<file path="config.mk">
export PLATFORM = sky130hd
export DESIGN_NAME = xoshiro_seq
export DESIGN_NICKNAME = d
export VERILOG_FILES = /design/src/rtl/xoshiro_pkg.sv /design/src/rtl/xoshiro_seq.sv
export SDC_FILE = /design/constraint.sdc
export NUM_CORES = 1
export LEC_CHECK = 0
export ABC_AREA = 1
export ABC_CLOCK_PERIOD_IN_PS = 5600
export BUFFER_PORTS_ARGS = -buffer_cell sky130_fd_sc_hd__buf_2
export CELL_PAD_IN_SITES_DETAIL_PLACEMENT = 0
export CELL_PAD_IN_SITES_GLOBAL_PLACEMENT = 1
export CORE_ASPECT_RATIO = 2
export CORE_MARGIN = 2
export CORE_UTILIZATION = 44
export DETAILED_ROUTE_END_ITERATION = 12
export PLACE_DENSITY_LB_ADDON = 0.1
export SLEW_MARGIN = 15
export SYNTH_ARGS = -nofsm -noshare
export SYNTH_HDL_FRONTEND = slang
export SYNTH_SLANG_ARGS = --single-unit
</file>
<file path="constraint.sdc">
create_clock -name clk -period 5.6 [get_ports clk]
set_clock_uncertainty 0.2 [all_clocks]
set_input_delay 1.4 -clock clk [delete_from_list [all_inputs] [get_ports clk]]
set_output_delay 1.4 -clock clk [all_outputs]
set_load 0.02 [all_outputs]
</file>
<file path="src/rtl/xoshiro_pkg.sv">
// Shared types, constants and micro-step addresses of the xoshiro256++ generator.
// Depends on nothing; the sequencer and the top level import it.
package xoshiro_pkg;

  localparam int WORD_W   = 64;
  localparam int NWORDS   = 4;
  localparam int POLY_W   = NWORDS * WORD_W;       // 256-bit state / jump polynomial
  localparam int BMP_W    = POLY_W + 1;            // connection polynomial, degree <= 256
  localparam int SQ_IDX_W = $clog2(POLY_W);
  localparam int CNT_W    = $clog2(2 * POLY_W);    // counts 512 sequence bits
  localparam int LEN_W    = $clog2(POLY_W) + 1;    // linear complexity 0..256
  localparam int BITC_W   = $clog2(WORD_W);
  localparam int UPC_W    = 5;
  localparam int OPC_W    = 3;
  localparam int HALF_W   = WORD_W / 2;

  typedef logic [NWORDS-1:0][WORD_W-1:0] words_t;
  typedef logic [POLY_W-1:0]             poly_t;
  typedef logic [BMP_W-1:0]              bmp_t;
  typedef logic [UPC_W-1:0]              upc_t;

  typedef enum logic [OPC_W-1:0] {
    OPC_NEXT      = 3'd0,
    OPC_SEED      = 3'd1,
    OPC_DISCARD   = 3'd2,
    OPC_JUMP      = 3'd3,
    OPC_LONG_JUMP = 3'd4
  } opcode_t;

  // datapath operation of one micro-step
  typedef enum logic [4:0] {
    OP_IDLE, OP_BOOT, OP_EXP_MIX, OP_MUL_LL, OP_MUL_HL, OP_MUL_LH, OP_MIX27,
    OP_WORD_SHIFT, OP_NOP, OP_BM_INIT, OP_BM_STEP, OP_BM_FIN, OP_POW_INIT,
    OP_SQ_START, OP_SQ_STEP, OP_POW_BIT, OP_ACC_CLEAR, OP_APPLY_STEP, OP_WORD_LOAD
  } dp_op_t;

  typedef enum logic [1:0] {LD_NONE, LD_3, LD_255, LD_511} cnt_ld_t;

  typedef enum logic [2:0] {
    JMP_NEXT, JMP_ALWAYS, JMP_LOOP, JMP_LOOP_BIT, JMP_IF_NZERO, JMP_IF_CHARP,
    JMP_DISPATCH
  } jmp_t;

  typedef struct packed {
    dp_op_t  op;
    cnt_ld_t ld;
    logic    bit_ld;
    logic    mul_b;
    jmp_t    jmp;
    upc_t    target;
  } ctl_t;

  typedef struct packed {
    logic             in_fire;
    logic [OPC_W-1:0] opcode;
    logic             n_zero;
    logic             charp_ok;
  } seq_stat_t;

  // micro-program addresses
  localparam upc_t UPC_IDLE     = 5'd0;
  localparam upc_t UPC_BOOT     = 5'd1;
  localparam upc_t UPC_SEED_MIX = 5'd2;
  localparam upc_t UPC_SEED_LLA = 5'd3;
  localparam upc_t UPC_SEED_HLA = 5'd4;
  localparam upc_t UPC_SEED_LHA = 5'd5;
  localparam upc_t UPC_SEED_M27 = 5'd6;
  localparam upc_t UPC_SEED_LLB = 5'd7;
  localparam upc_t UPC_SEED_HLB = 5'd8;
  localparam upc_t UPC_SEED_LHB = 5'd9;
  localparam upc_t UPC_SEED_WR  = 5'd10;
  localparam upc_t UPC_SEED_END = 5'd11;
  localparam upc_t UPC_DIS_ZERO = 5'd12;
  localparam upc_t UPC_DIS_CHK  = 5'd13;
  localparam upc_t UPC_BM_INIT  = 5'd14;
  localparam upc_t UPC_BM_STEP  = 5'd15;
  localparam upc_t UPC_BM_FIN   = 5'd16;
  localparam upc_t UPC_POW_INIT = 5'd17;
  localparam upc_t UPC_SQ_START = 5'd18;
  localparam upc_t UPC_SQ_STEP  = 5'd19;
  localparam upc_t UPC_POW_BIT  = 5'd20;
  localparam upc_t UPC_ACC_CLR  = 5'd21;
  localparam upc_t UPC_APPLY    = 5'd22;
  localparam upc_t UPC_LOAD     = 5'd23;

  localparam logic [WORD_W-1:0] MIX_GAMMA = 64'h9e3779b97f4a7c15;
  localparam logic [WORD_W-1:0] MIX_MUL_A = 64'hbf58476d1ce4e5b9;
  localparam logic [WORD_W-1:0] MIX_MUL_B = 64'h94d049bb133111eb;

  localparam poly_t SHORT_POLY = {64'h39abdc4529b1661c, 64'ha9582618e03fc9aa,
                                  64'hd5a61266f0c9392c, 64'h180ec6d33cfd0aba};
  localparam poly_t LONG_POLY  = {64'h39109bb02acbe635, 64'h77710069854ee241,
                                  64'hc5004e441c522fb3, 64'h76e15d3efefdcbbf};

  localparam int ROT_OUT = 23;
  localparam int SHL_UPD = 17;
  localparam int ROT_UPD = 45;

  function automatic logic [WORD_W-1:0] rotl(input logic [WORD_W-1:0] x, input int k);
    rotl = (x << k) | (x >> (WORD_W - k));
  endfunction

  // ++ scrambler on the current words
  function automatic logic [WORD_W-1:0] pp_out(input words_t w);
    pp_out = rotl(w[0] + w[3], ROT_OUT) + w[0];
  endfunction

  // one linear state update
  function automatic words_t advance(input words_t w);
    words_t r;
    logic [WORD_W-1:0] sh;
    r  = w;
    sh = w[1] << SHL_UPD;
    r[2] = r[2] ^ r[0];
    r[3] = r[3] ^ r[1];
    r[1] = r[1] ^ r[2];
    r[0] = r[0] ^ r[3];
    r[2] = r[2] ^ sh;
    r[3] = rotl(r[3], ROT_UPD);
    advance = r;
  endfunction

endpackage

</file>
<file path="src/rtl/xoshiro_seq.sv">
// Micro-program sequencer: step counter, control-word ROM, loop counters, jumps.
// Depends on xoshiro_pkg.
module xoshiro_seq (
  input  logic                        clk,
  input  logic                        rst_n,
  input  xoshiro_pkg::seq_stat_t      stat,
  output xoshiro_pkg::ctl_t           ctl,
  output logic [xoshiro_pkg::CNT_W-1:0] cnt
);
  import xoshiro_pkg::*;

  upc_t              pc_r, pc_nxt;
  logic [CNT_W-1:0]  cnt_r, cnt_nxt;
  logic [BITC_W-1:0] bit_cnt_r, bit_cnt_nxt;

  function automatic ctl_t cw(input dp_op_t op, input cnt_ld_t ld, input logic bit_ld,
                              input logic mul_b, input jmp_t jmp, input upc_t tgt);
    ctl_t r;
    r.op     = op;
    r.ld     = ld;
    r.bit_ld = bit_ld;
    r.mul_b  = mul_b;
    r.jmp    = jmp;
    r.target = tgt;
    cw = r;
  endfunction

  function automatic ctl_t ucode_rom(input upc_t pc);
    ctl_t r;
    unique case (pc)
      UPC_IDLE:     r = cw(OP_IDLE,       LD_3,    1'b0, 1'b0, JMP_DISPATCH, UPC_IDLE);
      UPC_BOOT:     r = cw(OP_BOOT,       LD_3,    1'b0, 1'b0, JMP_NEXT,     UPC_IDLE);
      UPC_SEED_MIX: r = cw(OP_EXP_MIX,    LD_NONE, 1'b0, 1'b0, JMP_NEXT,     UPC_IDLE);
      UPC_SEED_LLA: r = cw(OP_MUL_LL,     LD_NONE, 1'b0, 1'b0, JMP_NEXT,     UPC_IDLE);
      UPC_SEED_HLA: r = cw(OP_MUL_HL,     LD_NONE, 1'b0, 1'b0, JMP_NEXT,     UPC_IDLE);
      UPC_SEED_LHA: r = cw(OP_MUL_LH,     LD_NONE, 1'b0, 1'b0, JMP_NEXT,     UPC_IDLE);
      UPC_SEED_M27: r = cw(OP_MIX27,      LD_NONE, 1'b0, 1'b0, JMP_NEXT,     UPC_IDLE);
      UPC_SEED_LLB: r = cw(OP_MUL_LL,     LD_NONE, 1'b0, 1'b1, JMP_NEXT,     UPC_IDLE);
      UPC_SEED_HLB: r = cw(OP_MUL_HL,     LD_NONE, 1'b0, 1'b1, JMP_NEXT,     UPC_IDLE);
      UPC_SEED_LHB: r = cw(OP_MUL_LH,     LD_NONE, 1'b0, 1'b1, JMP_NEXT,     UPC_IDLE);
      UPC_SEED_WR:  r = cw(OP_WORD_SHIFT, LD_NONE, 1'b0, 1'b0, JMP_LOOP,     UPC_SEED_MIX);
      UPC_SEED_END: r = cw(OP_NOP,        LD_NONE, 1'b0, 1'b0, JMP_ALWAYS,   UPC_IDLE);
      UPC_DIS_ZERO: r = cw(OP_NOP,        LD_NONE, 1'b0, 1'b0, JMP_IF_NZERO, UPC_IDLE);
      UPC_DIS_CHK:  r = cw(OP_NOP,        LD_NONE, 1'b0, 1'b0, JMP_IF_CHARP, UPC_POW_INIT);
      UPC_BM_INIT:  r = cw(OP_BM_INIT,    LD_511,  1'b0, 1'b0, JMP_NEXT,     UPC_IDLE);
      UPC_BM_STEP:  r = cw(OP_BM_STEP,    LD_NONE, 1'b0, 1'b0, JMP_LOOP,     UPC_BM_STEP);
      UPC_BM_FIN:   r = cw(OP_BM_FIN,     LD_NONE, 1'b0, 1'b0, JMP_NEXT,     UPC_IDLE);
      UPC_POW_INIT: r = cw(OP_POW_INIT,   LD_NONE, 1'b1, 1'b0, JMP_NEXT,     UPC_IDLE);
      UPC_SQ_START: r = cw(OP_SQ_START,   LD_255,  1'b0, 1'b0, JMP_NEXT,     UPC_IDLE);
      UPC_SQ_STEP:  r = cw(OP_SQ_STEP,    LD_NONE, 1'b0, 1'b0, JMP_LOOP,     UPC_SQ_STEP);
      UPC_POW_BIT:  r = cw(OP_POW_BIT,    LD_NONE, 1'b0, 1'b0, JMP_LOOP_BIT, UPC_SQ_START);
      UPC_ACC_CLR:  r = cw(OP_ACC_CLEAR,  LD_255,  1'b0, 1'b0, JMP_NEXT,     UPC_IDLE);
      UPC_APPLY:    r = cw(OP_APPLY_STEP, LD_NONE, 1'b0, 1'b0, JMP_LOOP,     UPC_APPLY);
      UPC_LOAD:     r = cw(OP_WORD_LOAD,  LD_NONE, 1'b0, 1'b0, JMP_ALWAYS,   UPC_IDLE);
      default:      r = cw(OP_NOP,        LD_NONE, 1'b0, 1'b0, JMP_ALWAYS,   UPC_IDLE);
    endcase
    ucode_rom = r;
  endfunction

  function automatic upc_t dispatch_target(input logic [OPC_W-1:0] opc);
    upc_t t;
    case (opc)
      OPC_SEED:                 t = UPC_SEED_MIX;
      OPC_DISCARD:              t = UPC_DIS_ZERO;
      OPC_JUMP, OPC_LONG_JUMP:  t = UPC_ACC_CLR;
      default:                  t = UPC_IDLE;     // next is done in the idle step
    endcase
    dispatch_target = t;
  endfunction

  assign ctl = ucode_rom(pc_r);
  assign cnt = cnt_r;

  always_comb begin
    pc_nxt      = pc_r + 1'b1;
    cnt_nxt     = cnt_r;
    bit_cnt_nxt = bit_cnt_r;
    unique case (ctl.jmp)
      JMP_NEXT:     pc_nxt = pc_r + 1'b1;
      JMP_ALWAYS:   pc_nxt = ctl.target;
      JMP_LOOP: begin
        if (cnt_r != '0) begin
          cnt_nxt = cnt_r - 1'b1;
          pc_nxt  = ctl.target;
        end
      end
      JMP_LOOP_BIT: begin
        if (bit_cnt_r != '0) begin
          bit_cnt_nxt = bit_cnt_r - 1'b1;
          pc_nxt      = ctl.target;
        end
      end
      JMP_IF_NZERO: if (stat.n_zero) pc_nxt = ctl.target;
      JMP_IF_CHARP: if (stat.charp_ok) pc_nxt = ctl.target;
      JMP_DISPATCH: pc_nxt = stat.in_fire ? dispatch_target(stat.opcode) : pc_r;
      default:      pc_nxt = UPC_IDLE;
    endcase
    case (ctl.ld)
      LD_3:    cnt_nxt = CNT_W'(3);
      LD_255:  cnt_nxt = CNT_W'(POLY_W - 1);
      LD_511:  cnt_nxt = CNT_W'(2 * POLY_W - 1);
      default: ;
    endcase
    if (ctl.bit_ld) bit_cnt_nxt = BITC_W'(WORD_W - 1);
  end

  always_ff @(posedge clk) begin
    if (!rst_n) begin
      pc_r      <= UPC_BOOT;
      cnt_r     <= '0;
      bit_cnt_r <= '0;
    end else begin
      pc_r      <= pc_nxt;
      cnt_r     <= cnt_nxt;
      bit_cnt_r <= bit_cnt_nxt;
    end
  end

endmodule
</file>
; Word level (Yosys, flattened, before mapping)
; Memory sizes are Yosys's and may differ from the RTL's. A register that Yosys moved wholly into a read port is not among the register bits.
; Index checks and enable logic that the tools add are counted.
; W data, S select, Z words.
[word_totals]
input_bits = 8
memories = 1
regBits = 20
out_inout_bits = 26
mem_bits_ro = 544
[classes]
add_sub_neg = 3
reduce_logical = 10
eq_ne = 14
muxes = 15
[mem_list]
columns = name, depth, word_bits, rd, rd_ports_with_merged_regs, wr, line_no
row1 = (name not given), 32, 17, 1, 1, 0, xoshiro_seq.sv:30  ; unique case (pc)
[op_table]
columns = op, n
row1 = $mux W5, 7
row2 = $pmux W5 S7, 1
row3 = $pmux W9 S3, 1
row4 = $mux W6, 3
row5 = $mux W9, 2
row6 = $pmux W5 S3, 1
row7 = $eq A3 B2 Y1 const B, 4
row8 = $eq A3 B3 Y1 const B, 4
row9 = $reduce_bool A9 Y1, 1
row10 = $sub A9 B1 Y9 const B, 1
row11 = $reduce_bool A4 Y1, 2
row12 = $eq A3 B1 Y1 const B, 2
row13 = $reduce_bool A6 Y1, 1
row14 = $sub A6 B1 Y6 const B, 1
row15 = $add A5 B1 Y5 const B, 1
row16 = $eq A2 B2 Y1 const B, 2
row17 = $reduce_and A2 Y1, 2
row18 = $reduce_bool A2 Y1, 2
row19 = $logic_not A3 Y1, 1
row20 = $eq A2 B1 Y1 const B, 1
row21 = $ne A2 B2 Y1 const B, 1
row22 = $reduce_or A2 Y1, 1

; Logic depth before layout (Yosys ltp)
; Gate-level depths: netlist of run 1.
[depth]
ltp_word = 7
mapped_depth = 18

; Worst setup path before layout of run 1
; OpenSTA, ideal clock, no wires.
[synth_timing]
path_kind = input to register
startpoint = input stat[5] in the netlist's numbering
endpoint = register, netlist name ctl[15]
path_buffers = 1
cell_stages = 12
setup_time_ps = 113
arrival_time_ps = 2802
setup_slack_ps = 2485
cell_sequence = or2_1 > buf_6 > inv_2 > nand2_1 > nand2_1 > inv_1 > nand2_1 > inv_1 > ha_1 > or2_1 > nor2_1 > nor2_1
[synth_via]
elab_chain_len = 3
[synth_rtl]
columns = element, line_no
row1 = "start, declared", xoshiro_seq.sv:6  ; input xoshiro_pkg::seq_stat_t stat,
row2 = $ne A2 B2 Y1 (no line), --
row3 = $mux W5 (no line) (2 in a row), --
; No other way between the ends.
; A chain may end at the register's enable or synchronous reset.

; Final worst setup path of run 1
[layout_timing]
startpoint = input stat[5] in the netlist's numbering
endpoint = register, netlist name ctl[12]
[layout_via]
elab_chain_len = 3
[layout_rtl]
columns = element
row1 = $ne A2 B2 Y1 (no line)
row2 = $mux W5 (no line) (2 in a row)
; No other way between the ends.

==> PnR_summary.wiki, run 1 <==
{| class="wikitable"
! Metric !! Value
|-
| Run status || finished clean
|-
| Core Footprint || between 0.004 and 0.005 mm2
|-
| Hold buffer count at CTS || 0
|-
| Number of standard-cell rows in the floorplan || 36
|-
| Leading cell type in the layout, fill and taps excluded || nand2_1
|-
| Multi-input combinational cell area || 0.00131 mm2
|-
| Mean post-synth cell area || ~7 um2
|-
| TritonCTS clock tree || built
|-
| Hold Path Depth || 2
|-
| Count of filler cells inserted in the layout || 540
|-
| Buffers and inverters on the worst path || 4
|-
| Top Family by Delay on Critical Path || simple AND/OR/NAND/NOR gates
|-
| Start of the worst register-to-register path || ctl[7]$_SDFF_PN0_
|-
| Post-detail-place hpwl || around 4.8 mm
|-
| Final Wtd Congestion || around 0.9
|-
| Routed length per placed instance || roughly 14 um
|-
| Footprint of the flip-flops and latches || between 700 and 800 um2
|-
| Time the final worst path needs with I/O delays and setup || approximately 3.2 ns
|-
| Post-synth top area share || 0.329
|-
| Max-slew violation count || 0
|-
| Top Ports || 34
|-
| Post-Synthesis Cells || about 320
|-
| Setup repair after global routing missed its margin || false
|-
| TritonCTS buffer count || 5
|-
| Post-route core utilization || 0.519
|-
| Worst EP required || approximately 5.6 ns
|-
| Critical path, cell by cell || buf_2 -> or2_1 -> inv_2 -> nand2_1 -> nand2_1 -> inv_1 -> nand2_1 -> inv_1 -> ha_1 -> nand2_1 -> nand3_1 -> nand2_1 -> nand2_1
|-
| Die outline width || 54.6 um
|-
| Combined area of all synthesized cells || around 0.0023 mm2
|-
| Critical path peak fanout || 9
|-
| CTS sink cnt || 37
|-
| Post-CTS setup buffers || 0
|-
| Placed cell count || 407
|-
| DR vias/cell || around 5.2
|-
| Maximum number of pins on one net before global-route repair || 14
|-
| Vias after detailed routing || 2167
|-
| Cell type with the largest total area after synthesis || dfxtp_1
|-
| First-iteration detailed-routing DRC count || 52
|-
| GRT Resource Usage Total || 0.223
|-
| Crit Reg-Reg Endpoint || ctl[12]$_DFF_P_
|-
| Max stage delay cell, worst path || or2_1
|-
| Total Nets Final || 379
|-
| Worst-Margin Slew || between 0.5 and 0.6 ns
|-
| Endpoint, Worst Hold || bit_cnt_r[0]$_SDFFE_PN0P_
|-
| Startpoint of the most critical hold path || bit_cnt_r[0]$_SDFFE_PN0P_
|-
| Number of global-route vias before repair || roughly 2100
|-
| Diode count || 0
|-
| H-tree levels || 2
|-
| Post-detailed-route DRC marker count || 0
|-
| Number of nets in the synthesized netlist || approximately 340
|-
| Count of input and output buffers || 33
|-
| Endpoint class of the critical path || flip-flop
|-
| Number of antenna violations at the first check in global routing || 0
|-
| PwrDens || roughly 500 mW/mm2
|-
| Biggest cell delay along the critical path || around 0.35 ns
|-
| First-pass GRT wire length || between 9 and 10 mm
|-
| Root buffer cell || clkbuf_8
|-
| Max frequency || ~320 MHz
|-
| Relative slew slack || 0.622
|-
| Post-cts sizing count || 0
|-
| Sum of negative setup slack || 0 ns
|-
| Cells taking the most area after synthesis || dfxtp_1 33%, nand2_1 14%, ha_1 7.8%
|-
| Length of the first detailed-routing pass in iterations || 4
|-
| Period Utilization, post-route || 0.565
|-
| Warning count from the yosys run || 0
|-
| Clock transition time at the flip-flop clock pins of the worst setup and hold paths || 0.08 ns
|-
| Post-layout worst setup margin || ~2.4 ns
|-
| Leading cell types in the layout, fill and taps excluded || 83 x nand2_1, 40 x inv_1, 37 x dfxtp_1
|-
| Cell Count, Final, Fillers Out || just over 400
|-
| Yosys reg bits || 37
|-
| Sequential-to-total area share from yosys stat || 0.329
|-
| Cell with the most instances on the worst path || nand2_1
|-
| Maximum root-to-sink buffer count || 2
|-
| Maximum ir drop on the vdd rail || around 280 uV
|-
| Area Overhead vs Synth || 13.0%
|-
| Startpoint of the most critical setup path || stat[5]
|-
| Share of final-layout standard cells stronger than drive strength 1 || 0.179
|-
| Arrival time at the worst endpoint || roughly 3.1 ns
|-
| Leakage power || approximately 0.0013 uW
|-
| Worst setup slack after placement || roughly 2.1 ns
|-
| Classification of the worst-slack hold path || flip-flop to flip-flop
|-
| Final setup vio count || 0
|-
| Starting density of the core || 0.459
|-
| Total wirelength of the detailed-routed design || around 5.9 mm
|-
| Max cap viols || 0
|-
| Number of failing hold endpoints at the final stage || 0
|-
| Register-to-register setup slack || between 2 and 3 ns
|-
| Full die area || about 0.0057 mm2
|-
| Height of the chip || 105 um
|-
| Antenna-violating nets left || 0
|-
| Number of cells traversed by the worst register-to-register path || 15
|-
| Startpoint-to-endpoint class of the critical path || primary input to flip-flop
|-
| GRT Residual Overflow || 0
|-
| Nature of the critical path startpoint || primary input
|-
| Count of different cell masters after synthesis || 33
|-
| Clk_lat worst skew || around 0.29 ns
|}
[kinds of logic (layout without fill, tap and decap cells)]
| group | after synthesis | after routing | share of synthesized area |
|---|---|---|---|
| flip-flops | 37 | 37 | 0.329 |
| adder cells (fa/ha/maj) | 14 | 14 | 0.0777 |
| buffers and inverters | 52 | 89 | 0.0911 |
| AO/OA/AOI/OAI | 41 | 41 | 0.102 |
| XOR/XNOR | 6 | 6 | 0.0233 |
| AND/OR/NAND/NOR | 171 | 171 | 0.377 |
[sequential cells by signal, indices dropped and copies added, names as in the netlist]
name / cells
pc_r: 5
cnt: 9
ctl: 17
bit_cnt_r: 6
[worst max-delay path by stage]
stage	slack (ns)	cells after the start	end
global placement	2.15	13	ctl[12]$_DFF_P_
finish	2.44	13	ctl[12]$_DFF_P_
floorplan	2.49	12	ctl[15]$_DFF_P_
detailed placement	2.14	13	ctl[12]$_DFF_P_
global route	2.27	13	ctl[12]$_DFF_P_
CTS	2.43	13	ctl[12]$_DFF_P_
[Yosys cell counts, drive strengths merged]
library cell,number
xor2,6
dfxtp,37
a31oi,5
or4,1
nand4,11
clkbuf,1
buf,3
nor3,4
a211oi,3
nand2,88
ha,14
clkinv,1
o21ai,17
a21oi,13
nand3,29
nor2,31
nand3b,2
inv,47
or2,5
a221oi,3
[report_power, final]
group,total (uW),switching [uW],internal (uW)
sequential,389,56.2,333
clock,185,98.4,86.4
combinational,697,476,221
[layout make-up]
type,count,share of cell area
clock inverters,2,0.00393
repair buffers,33,0.0648
inverters,48,0.0707
clock buffers,6,0.0285
flip-flops and latches,37,0.291
well taps,57,0.0280
multi-input cells,232,0.513
[per-stage QoR]
stage	total power, uW	hold WS (ns)	cell area, um2
floorplan	904	0.245	2250
global placement	1090	0.256	2460
detailed placement	1090	0.263	2460
CTS	1280	0.274	2550
global route	1390	0.292	2550
finish	1270	0.272	2550
[routing by layer]
layer,vias to the layer above,global-route usage,routed length (um)
met3,16,0.0371,169
met5,-,0,0
li1,1113,-,-
met2,39,0.417,3360
met1,999,0.216,2180
met4,0,0.0982,217
[worst register-to-register path: stages, from the launching register on]
cell	delay, ns
dfxtp_1	0.50
inv_2	0.10
nor3_4	0.23
inv_2	0.04
or2_1	0.34
inv_2	0.13
nand2_1	0.05
nand2_1	0.05
inv_1	0.05
nand2_1	0.19
inv_1	0.16
ha_1	0.35
nand2_1	0.11
nand3_1	0.09
nand2_1	0.07
nand2_1	0.06
(Power assumes the default switching activity.)
==> inputs of run 2 (changes only) <==
--- a/config.mk
+++ b/config.mk
@@ -6,13 +6,13 @@
 export NUM_CORES = 1
 export LEC_CHECK = 0
 export ABC_AREA = 1
-export ABC_CLOCK_PERIOD_IN_PS = 5600
+export ABC_CLOCK_PERIOD_IN_PS = 2800
 export BUFFER_PORTS_ARGS = -buffer_cell sky130_fd_sc_hd__buf_2
 export CELL_PAD_IN_SITES_DETAIL_PLACEMENT = 0
 export CELL_PAD_IN_SITES_GLOBAL_PLACEMENT = 1
 export CORE_ASPECT_RATIO = 2
 export CORE_MARGIN = 2
-export CORE_UTILIZATION = 44
+export CORE_UTILIZATION = 37
 export DETAILED_ROUTE_END_ITERATION = 12
 export PLACE_DENSITY_LB_ADDON = 0.1
 export SLEW_MARGIN = 15
==> constraint.sdc (replaced) <==
create_clock -name clk -period 2.8 [get_ports clk]
set_clock_uncertainty 0.2 [all_clocks]
set_input_delay 0.7 -clock clk [delete_from_list [all_inputs] [get_ports clk]]
set_output_delay 0.7 -clock clk [all_outputs]
set_load 0.02 [all_outputs]
==> run 2 against run 1 <==
Compared with the run above: non-clock buffer count is 11 higher; critical endpoint unchanged; worst hold slack worse by 0.0036 ns; routed wire length is 5.9% higher; design area is 7.1% higher; highest routed layer unchanged; clock power grew to 3.5 times the previous value; register-to-register slack worse by 2.5 ns; largest cell class unchanged.
==> PnR_summary.wiki, run 2 (same netlist as run 1, synthesis figures left out) <==
{| class="wikitable"
! Metric !! Value
|-
| Run status || finished clean
|-
| Number of antenna violations at the first check in global routing || 0
|-
| Worst EP required || 2.78 ns
|-
| Period Utilization, post-route || 0.908
|-
| PwrDens || between 1000 and 1500 mW/mm2
|-
| Antenna-violating nets left || 0
|-
| Die outline width || around 59 um
|-
| Hold Path Depth || 2
|-
| Full die area || approximately 0.0068 mm2
|-
| Sequential group share of total power || 0.267
|-
| Net load switching power || 1310 uW
|-
| Post-CTS setup buffers || 0
|-
| DR vias/cell || around 5.1
|-
| Maximum ir drop on the vdd rail || ~530 uV
|-
| Placed cell count || around 420
|-
| Area Overhead vs Synth || 21.1%
|-
| Core Footprint || slightly below 0.006 mm2
|-
| Diode count || 0
|-
| GRT Resource Usage Total || 0.203
|-
| Setup repair after global routing missed its margin || false
|-
| Part of the power in the clock network || 0.227
|-
| Post-detailed-route DRC marker count || 0
|-
| Vias after detailed routing || 2196
|-
| Worst-Margin Slew || roughly 0.34 ns
|-
| Clock transition time at the flip-flop clock pins of the worst setup and hold paths || roughly 0.060 ns
|-
| Clk_lat worst skew || 0.29 ns
|-
| First-iteration detailed-routing DRC count || around 110
|-
| Starting density of the core || 0.378
|-
| Startpoint of the most critical hold path || bit_cnt_r[0]$_SDFFE_PN0P_
|-
| Critical path peak fanout || 7
|-
| Height of the chip || about 110 um
|-
| Length of the first detailed-routing pass in iterations || 4
|-
| Top Ports || 34
|-
| Classification of the worst-slack hold path || flip-flop to flip-flop
|-
| GRT Residual Overflow || 0
|-
| TritonCTS clock tree || built
|-
| Start of the worst register-to-register path || cnt[0]$_SDFFE_PN0P_
|-
| Routed length per placed instance || between 10 and 15 um
|-
| Total wirelength of the detailed-routed design || 6.28 mm
|-
| Cell Count, Final, Fillers Out || about 430
|-
| Post-detail-place hpwl || between 5 and 6 mm
|-
| Root buffer cell || clkbuf_16
|-
| Nature of the critical path startpoint || flip-flop
|-
| H-tree levels || 2
|-
| Share of final-layout standard cells stronger than drive strength 1 || 0.209
|-
| Number of global-route vias before repair || 2145
|-
| Leading cell types in the layout, fill and taps excluded || 82 x nand2_1, 40 x inv_1, 37 x dfxtp_1
|-
| Combinational share of power || 0.506
|-
| Count of input and output buffers || 33
|-
| Sum of negative setup slack || 0 ns
|-
| Max cap viols || 0
|-
| Switching power share of the total || 0.453
|-
| Final Wtd Congestion || between 0.8 and 0.9
|-
| Leading cell type in the layout, fill and taps excluded || nand2_1
|-
| Startpoint-to-endpoint class of the critical path || flip-flop to flip-flop
|-
| Endpoint class of the critical path || flip-flop
|-
| Relative slew slack || 0.773
|-
| Time the final worst path needs with I/O delays and setup || 2.54 ns
|-
| Maximum root-to-sink buffer count || 2
|-
| Number of standard-cell rows in the floorplan || 40
|-
| Max-slew violation count || 0
|-
| Final worst hold slack || 0.268 ns
|-
| Total Nets Final || 390
|-
| Number of failing hold endpoints at the final stage || 0
|-
| Startpoint of the most critical setup path || cnt[0]$_SDFFE_PN0P_
|-
| First-pass GRT wire length || 10.1 mm
|-
| TritonCTS buffer count || 5
|-
| Cell-internal power || ~1600 uW
|-
| Number of flip-flops in the largest register || 17
|-
| Arrival time at the worst endpoint || 2.52 ns
|-
| Leakage power || 0.00143 uW
|-
| Number of cells traversed by the worst register-to-register path || 17
|-
| CTS sink cnt || 37
|-
| Final setup vio count || 0
|-
| Maximum number of pins on one net before global-route repair || 14
|-
| Max frequency || around 390 MHz
|}
run 2: cell count changes in the layout (fill, tap and decap cells not counted), sizes merged:
cell      delta
buf         +11
bufinv       +1
clkinvlp     +1
clkbuf       -1
clkinv       -1
run 2: worst paths after layout:
kind                                                  end  slack [ns]
worst min-delay path            bit_cnt_r[0]$_SDFFE_PN0P_        0.27
worst max-delay path                      ctl[12]$_DFF_P_        0.26
worst min register to register  bit_cnt_r[0]$_SDFFE_PN0P_        0.27
worst max register to register            ctl[12]$_DFF_P_        0.26
run 2: layout make-up:
type / instances / area, um2
fillers: 644 / 3230
clock buffers: 5 / 125
clock inverters: 3 / 46.3
multi-input cells: 232 / 1310
repair buffers: 44 / 248
well taps: 63 / 78.8
inverters: 48 / 180
flip-flops and latches: 37 / 741
run 2: metal layers:
layer | share of wire | up-vias | global-route usage
li1 | - | 1135 | -
met5 | 0 | - | 0
met4 | 0.051 | 0 | 0.126
met2 | 0.58 | 55 | 0.382
met3 | 0.034 | 18 | 0.0418
met1 | 0.34 | 988 | 0.184
run 2: power by group through the flow:
stage / registers, uW / clock network, uW / logic (uW)
detailed placement: 787 / 0 / 1470
global route: 793 / 700 / 1650
global placement: 787 / 0 / 1480
CTS: 776 / 675 / 1470
finish: 773 / 655 / 1460
floorplan: 899 / 0 / 909
run 2: per-stage QoR:
step,cell area (um2),util,worst slack [ns],power [uW]
3_3_place_gp,2550,0.429,0.0859,2260
5_1_grt,2730,0.458,0.0175,3140
3_5_place_dp,2550,0.429,0.0947,2250
6_report,2730,0.458,0.259,2890
2_1_floorplan,2250,-,0.242,1810
4_1_cts,2730,0.458,0.169,2920
run 2: repair_timing:
| action | in CTS | in global routing |
|---|---|---|
| resized for setup | 0 | 1 |
| hold buffers | 0 | 0 |
| setup endpoints to repair | 0 | 4 |
run 2: critical path, cell delays in order, from the launching register on:
cell and delay [ns]:
dfxtp_1 0.32, inv_1 0.11, ha_1 0.17, nand2_1 0.05, nor2_1 0.10, nand2_1 0.08, nand2_1 0.09, nand4_1 0.20
nand2_1 0.15, nand3_1 0.08, nand2_1 0.09, nand2_2 0.11, inv_1 0.12, ha_1 0.27, nand2_1 0.09, nand3_1 0.08
nand2_1 0.07, nand2_1 0.05
==> inputs of run 3 (changes only) <==
--- a/config.mk
+++ b/config.mk
@@ -13,7 +13,9 @@
 export CORE_ASPECT_RATIO = 2
 export CORE_MARGIN = 2
 export CORE_UTILIZATION = 37
+export CTS_BUF_LIST = sky130_fd_sc_hd__clkbuf_4 sky130_fd_sc_hd__clkbuf_8 sky130_fd_sc_hd__clkbuf_16
 export DETAILED_ROUTE_END_ITERATION = 12
+export GPL_TIMING_DRIVEN = 0
 export PLACE_DENSITY_LB_ADDON = 0.1
 export SLEW_MARGIN = 15
 export SYNTH_ARGS = -nofsm -noshare
==> constraint.sdc (replaced) <==
create_clock -name clk -period 2.8 [get_ports clk]
set_clock_uncertainty 0.2 [all_clocks]
set_input_delay 0.56 -clock clk [delete_from_list [all_inputs] [get_ports clk]]
set_output_delay 0.56 -clock clk [all_outputs]
set_load 0.02 [all_outputs]
==> run 3 against run 2 <==
Compared with the run above: worst hold slack gained 0.0078 ns; clock-buffer cell count is the same; sequential power grew 2%; core utilization shrank 0.084 points; design area shrank 0.18%; sequential share of layout area grew 0.14 points; clock power is essentially flat; combinational power is essentially flat; setup slack lost 0.088 ns; non-clock buffer count shrank 5; highest routed layer unchanged.
==> PnR_summary.wiki, run 3 (same netlist as run 1, synthesis figures left out) <==
{| class="wikitable"
! Metric !! Value
|-
| Arrival time at the worst endpoint || 2.58 ns
|-
| Die outline width || approximately 60 um
|-
| Cell Count, Final, Fillers Out || about 430
|-
| Starting density of the core || 0.378
|-
| Number of global-route vias before repair || between 2000 and 2500
|-
| Register-to-register setup slack || about 0.17 ns
|-
| Number of failing hold endpoints at the final stage || 0
|-
| Hold Path Depth || 2
|-
| Core Footprint || between 0.005 and 0.006 mm2
|-
| Worst EP required || between 2 and 3 ns
|-
| Maximum ir drop on the vdd rail || 521 uV
|-
| Final worst hold slack || between 0.2 and 0.3 ns
|-
| Period Utilization, post-route || 0.939
|-
| Full die area || between 0.006 and 0.007 mm2
|-
| Area of all placed cells without fillers || 0.00272 mm2
|-
| Post-detail-place hpwl || ~4.9 mm
|-
| Final Wtd Congestion || 0.845
|-
| Start of the worst register-to-register path || bit_cnt_r[0]$_SDFFE_PN0P_
|-
| Leading cell type in the layout, fill and taps excluded || nand2_1
|-
| TritonCTS clock tree || built
|-
| Clk_lat worst skew || 0.28 ns
|-
| Run status || finished clean
|-
| Worst setup slack after placement || -0.0118 ns
|-
| Share of final-layout standard cells stronger than drive strength 1 || 0.217
|-
| Placed cell areas || roughly 0.0025 mm2
|-
| Routed length per placed instance || between 10 and 15 um
|-
| Worst-Margin Slew || ~0.47 ns
|-
| First-pass GRT wire length || around 10 mm
|-
| Leakage power || around 0.0014 uW
|-
| First-iteration detailed-routing DRC count || approximately 100
|-
| TritonCTS buffer count || 5
|-
| Post-route core utilization || 0.457
|-
| Root buffer cell || clkbuf_16
|-
| Final setup vio count || 0
|-
| Classification of the worst-slack hold path || flip-flop to flip-flop
|-
| Diode count || 0
|-
| Total Nets Final || between 300 and 400
|-
| Count of filler cells inserted in the layout || around 640
|-
| Startpoint-to-endpoint class of the critical path || flip-flop to flip-flop
|-
| Number of standard-cell rows in the floorplan || 40
|-
| GRT Resource Usage Total || 0.193
|-
| Clock transition time at the flip-flop clock pins of the worst setup and hold paths || 0.06 ns
|-
| Antenna-violating nets left || 0
|-
| CTS sink cnt || 37
|-
| Post-detailed-route DRC marker count || 0
|-
| Length of the first detailed-routing pass in iterations || 6
|-
| Maximum root-to-sink buffer count || 2
|-
| Height of the chip || 114 um
|-
| Total wirelength of the detailed-routed design || about 6.1 mm
|-
| Endpoint class of the critical path || flip-flop
|-
| Endpoint, Worst Hold || bit_cnt_r[0]$_SDFFE_PN0P_
|-
| Count of input and output buffers || 33
|-
| Area Overhead vs Synth || 20.9%
|-
| Top Ports || 34
|-
| Crit Reg-Reg Endpoint || ctl[13]$_DFF_P_
|-
| Number of flip-flops in the largest register || 17
|-
| GRT Residual Overflow || 0
|-
| Vias after detailed routing || 2174
|-
| Hold buffer count at CTS || 0
|-
| Time the final worst path needs with I/O delays and setup || 2.63 ns
|-
| Placed cell count || ~420
|-
| PwrDens || 1070 mW/mm2
|-
| DR vias/cell || 5.09
|-
| Max frequency || between 300 and 400 MHz
|-
| Number of cells traversed by the worst register-to-register path || 14
|-
| H-tree levels || 2
|-
| Leading cell types in the layout, fill and taps excluded || 80 x nand2_1, 38 x inv_1, 35 x buf_2, 35 x dfxtp_1, 26 x nor2_1
|-
| Relative slew slack || 0.687
|-
| Post-layout worst setup margin || 0.171 ns
|-
| Max-slew violation count || 0
|-
| Maximum number of pins on one net before global-route repair || 14
|-
| Max cap viols || 0
|-
| Startpoint of the most critical hold path || bit_cnt_r[0]$_SDFFE_PN0P_
|-
| Number of antenna violations at the first check in global routing || 0
|-
| Critical path peak fanout || 9
|-
| Nature of the critical path startpoint || flip-flop
|}
==> run 3: worst max-delay path by stage <==
stage	from	end	slack, ns	depth (start not counted)
floorplan	ctl[6]$_DFF_P_	ctl[15]$_DFF_P_	0.24	15
global placement	ctl[6]$_DFF_P_	ctl[12]$_DFF_P_	-0.02	16
detailed placement	ctl[7]$_SDFF_PN0_	ctl[12]$_DFF_P_	-0.01	16
CTS	ctl[6]$_DFF_P_	ctl[12]$_DFF_P_	0.07	16
global route	cnt[0]$_SDFFE_PN0P_	ctl[13]$_DFF_P_	-0.004	16
finish	bit_cnt_r[0]$_SDFFE_PN0P_	ctl[13]$_DFF_P_	0.17	14
==> run 3: area by class of cell <==
class	count	area [um2]	area share
buffer	4	25.0	0.00919
clock buffer	5	125	0.0459
clock inverter	3	46.3	0.0170
inverter	48	185	0.0680
multi-input combinational	232	1340	0.492
sequential	37	743	0.273
tap	63	78.8	0.0289
timing repair buffer	35	180	0.0661
==> run 3: metal layers <==
layer,vias up,GRT usage,part of all wire
met1,989,0.187,0.37
met2,39,0.368,0.57
li1,1134,-,-
met5,-,0,0
met3,12,0.0328,0.024
met4,0,0.0970,0.033
==> run 3: timing repair <==
action,in CTS,in global routing
pin swaps,0,5
gates resized for setup,1,14
buffers inserted,0,2
endpoints found under the setup margin,2,10
==> run 3: through the flow <==
| step | power (uW) | setup TNS, ns |
|---|---|---|
| after CTS | 2860 | 0 |
| final | 2920 | 0 |
| after floorplan | 1810 | 0 |
| after global placement | 2200 | -0.0336 |
| after global routing | 3150 | -0.00411 |
| after detailed placement | 2200 | -0.0118 |
==> run 3: worst max-delay path: stages (launching register included) <==
cell and delay (ns):
dfxtp_1 0.31, inv_1 0.09, ha_1 0.22, nand3_1 0.16
nand2_4 0.15, nand4_1 0.24, nand2_1 0.14, nand4_1 0.16
nand3_4 0.19, inv_4 0.08, ha_1 0.20, nand4_1 0.10
nand2_1 0.07, nand2_2 0.09, nand3_1 0.12
==> run 3: power breakdown <==
part / total, uW / switching [uW] / internal [uW]
combinational: 1470 / 985 / 485
clock: 655 / 234 / 421
sequential: 790 / 120 / 670
total: 2920 / 1340 / 1580
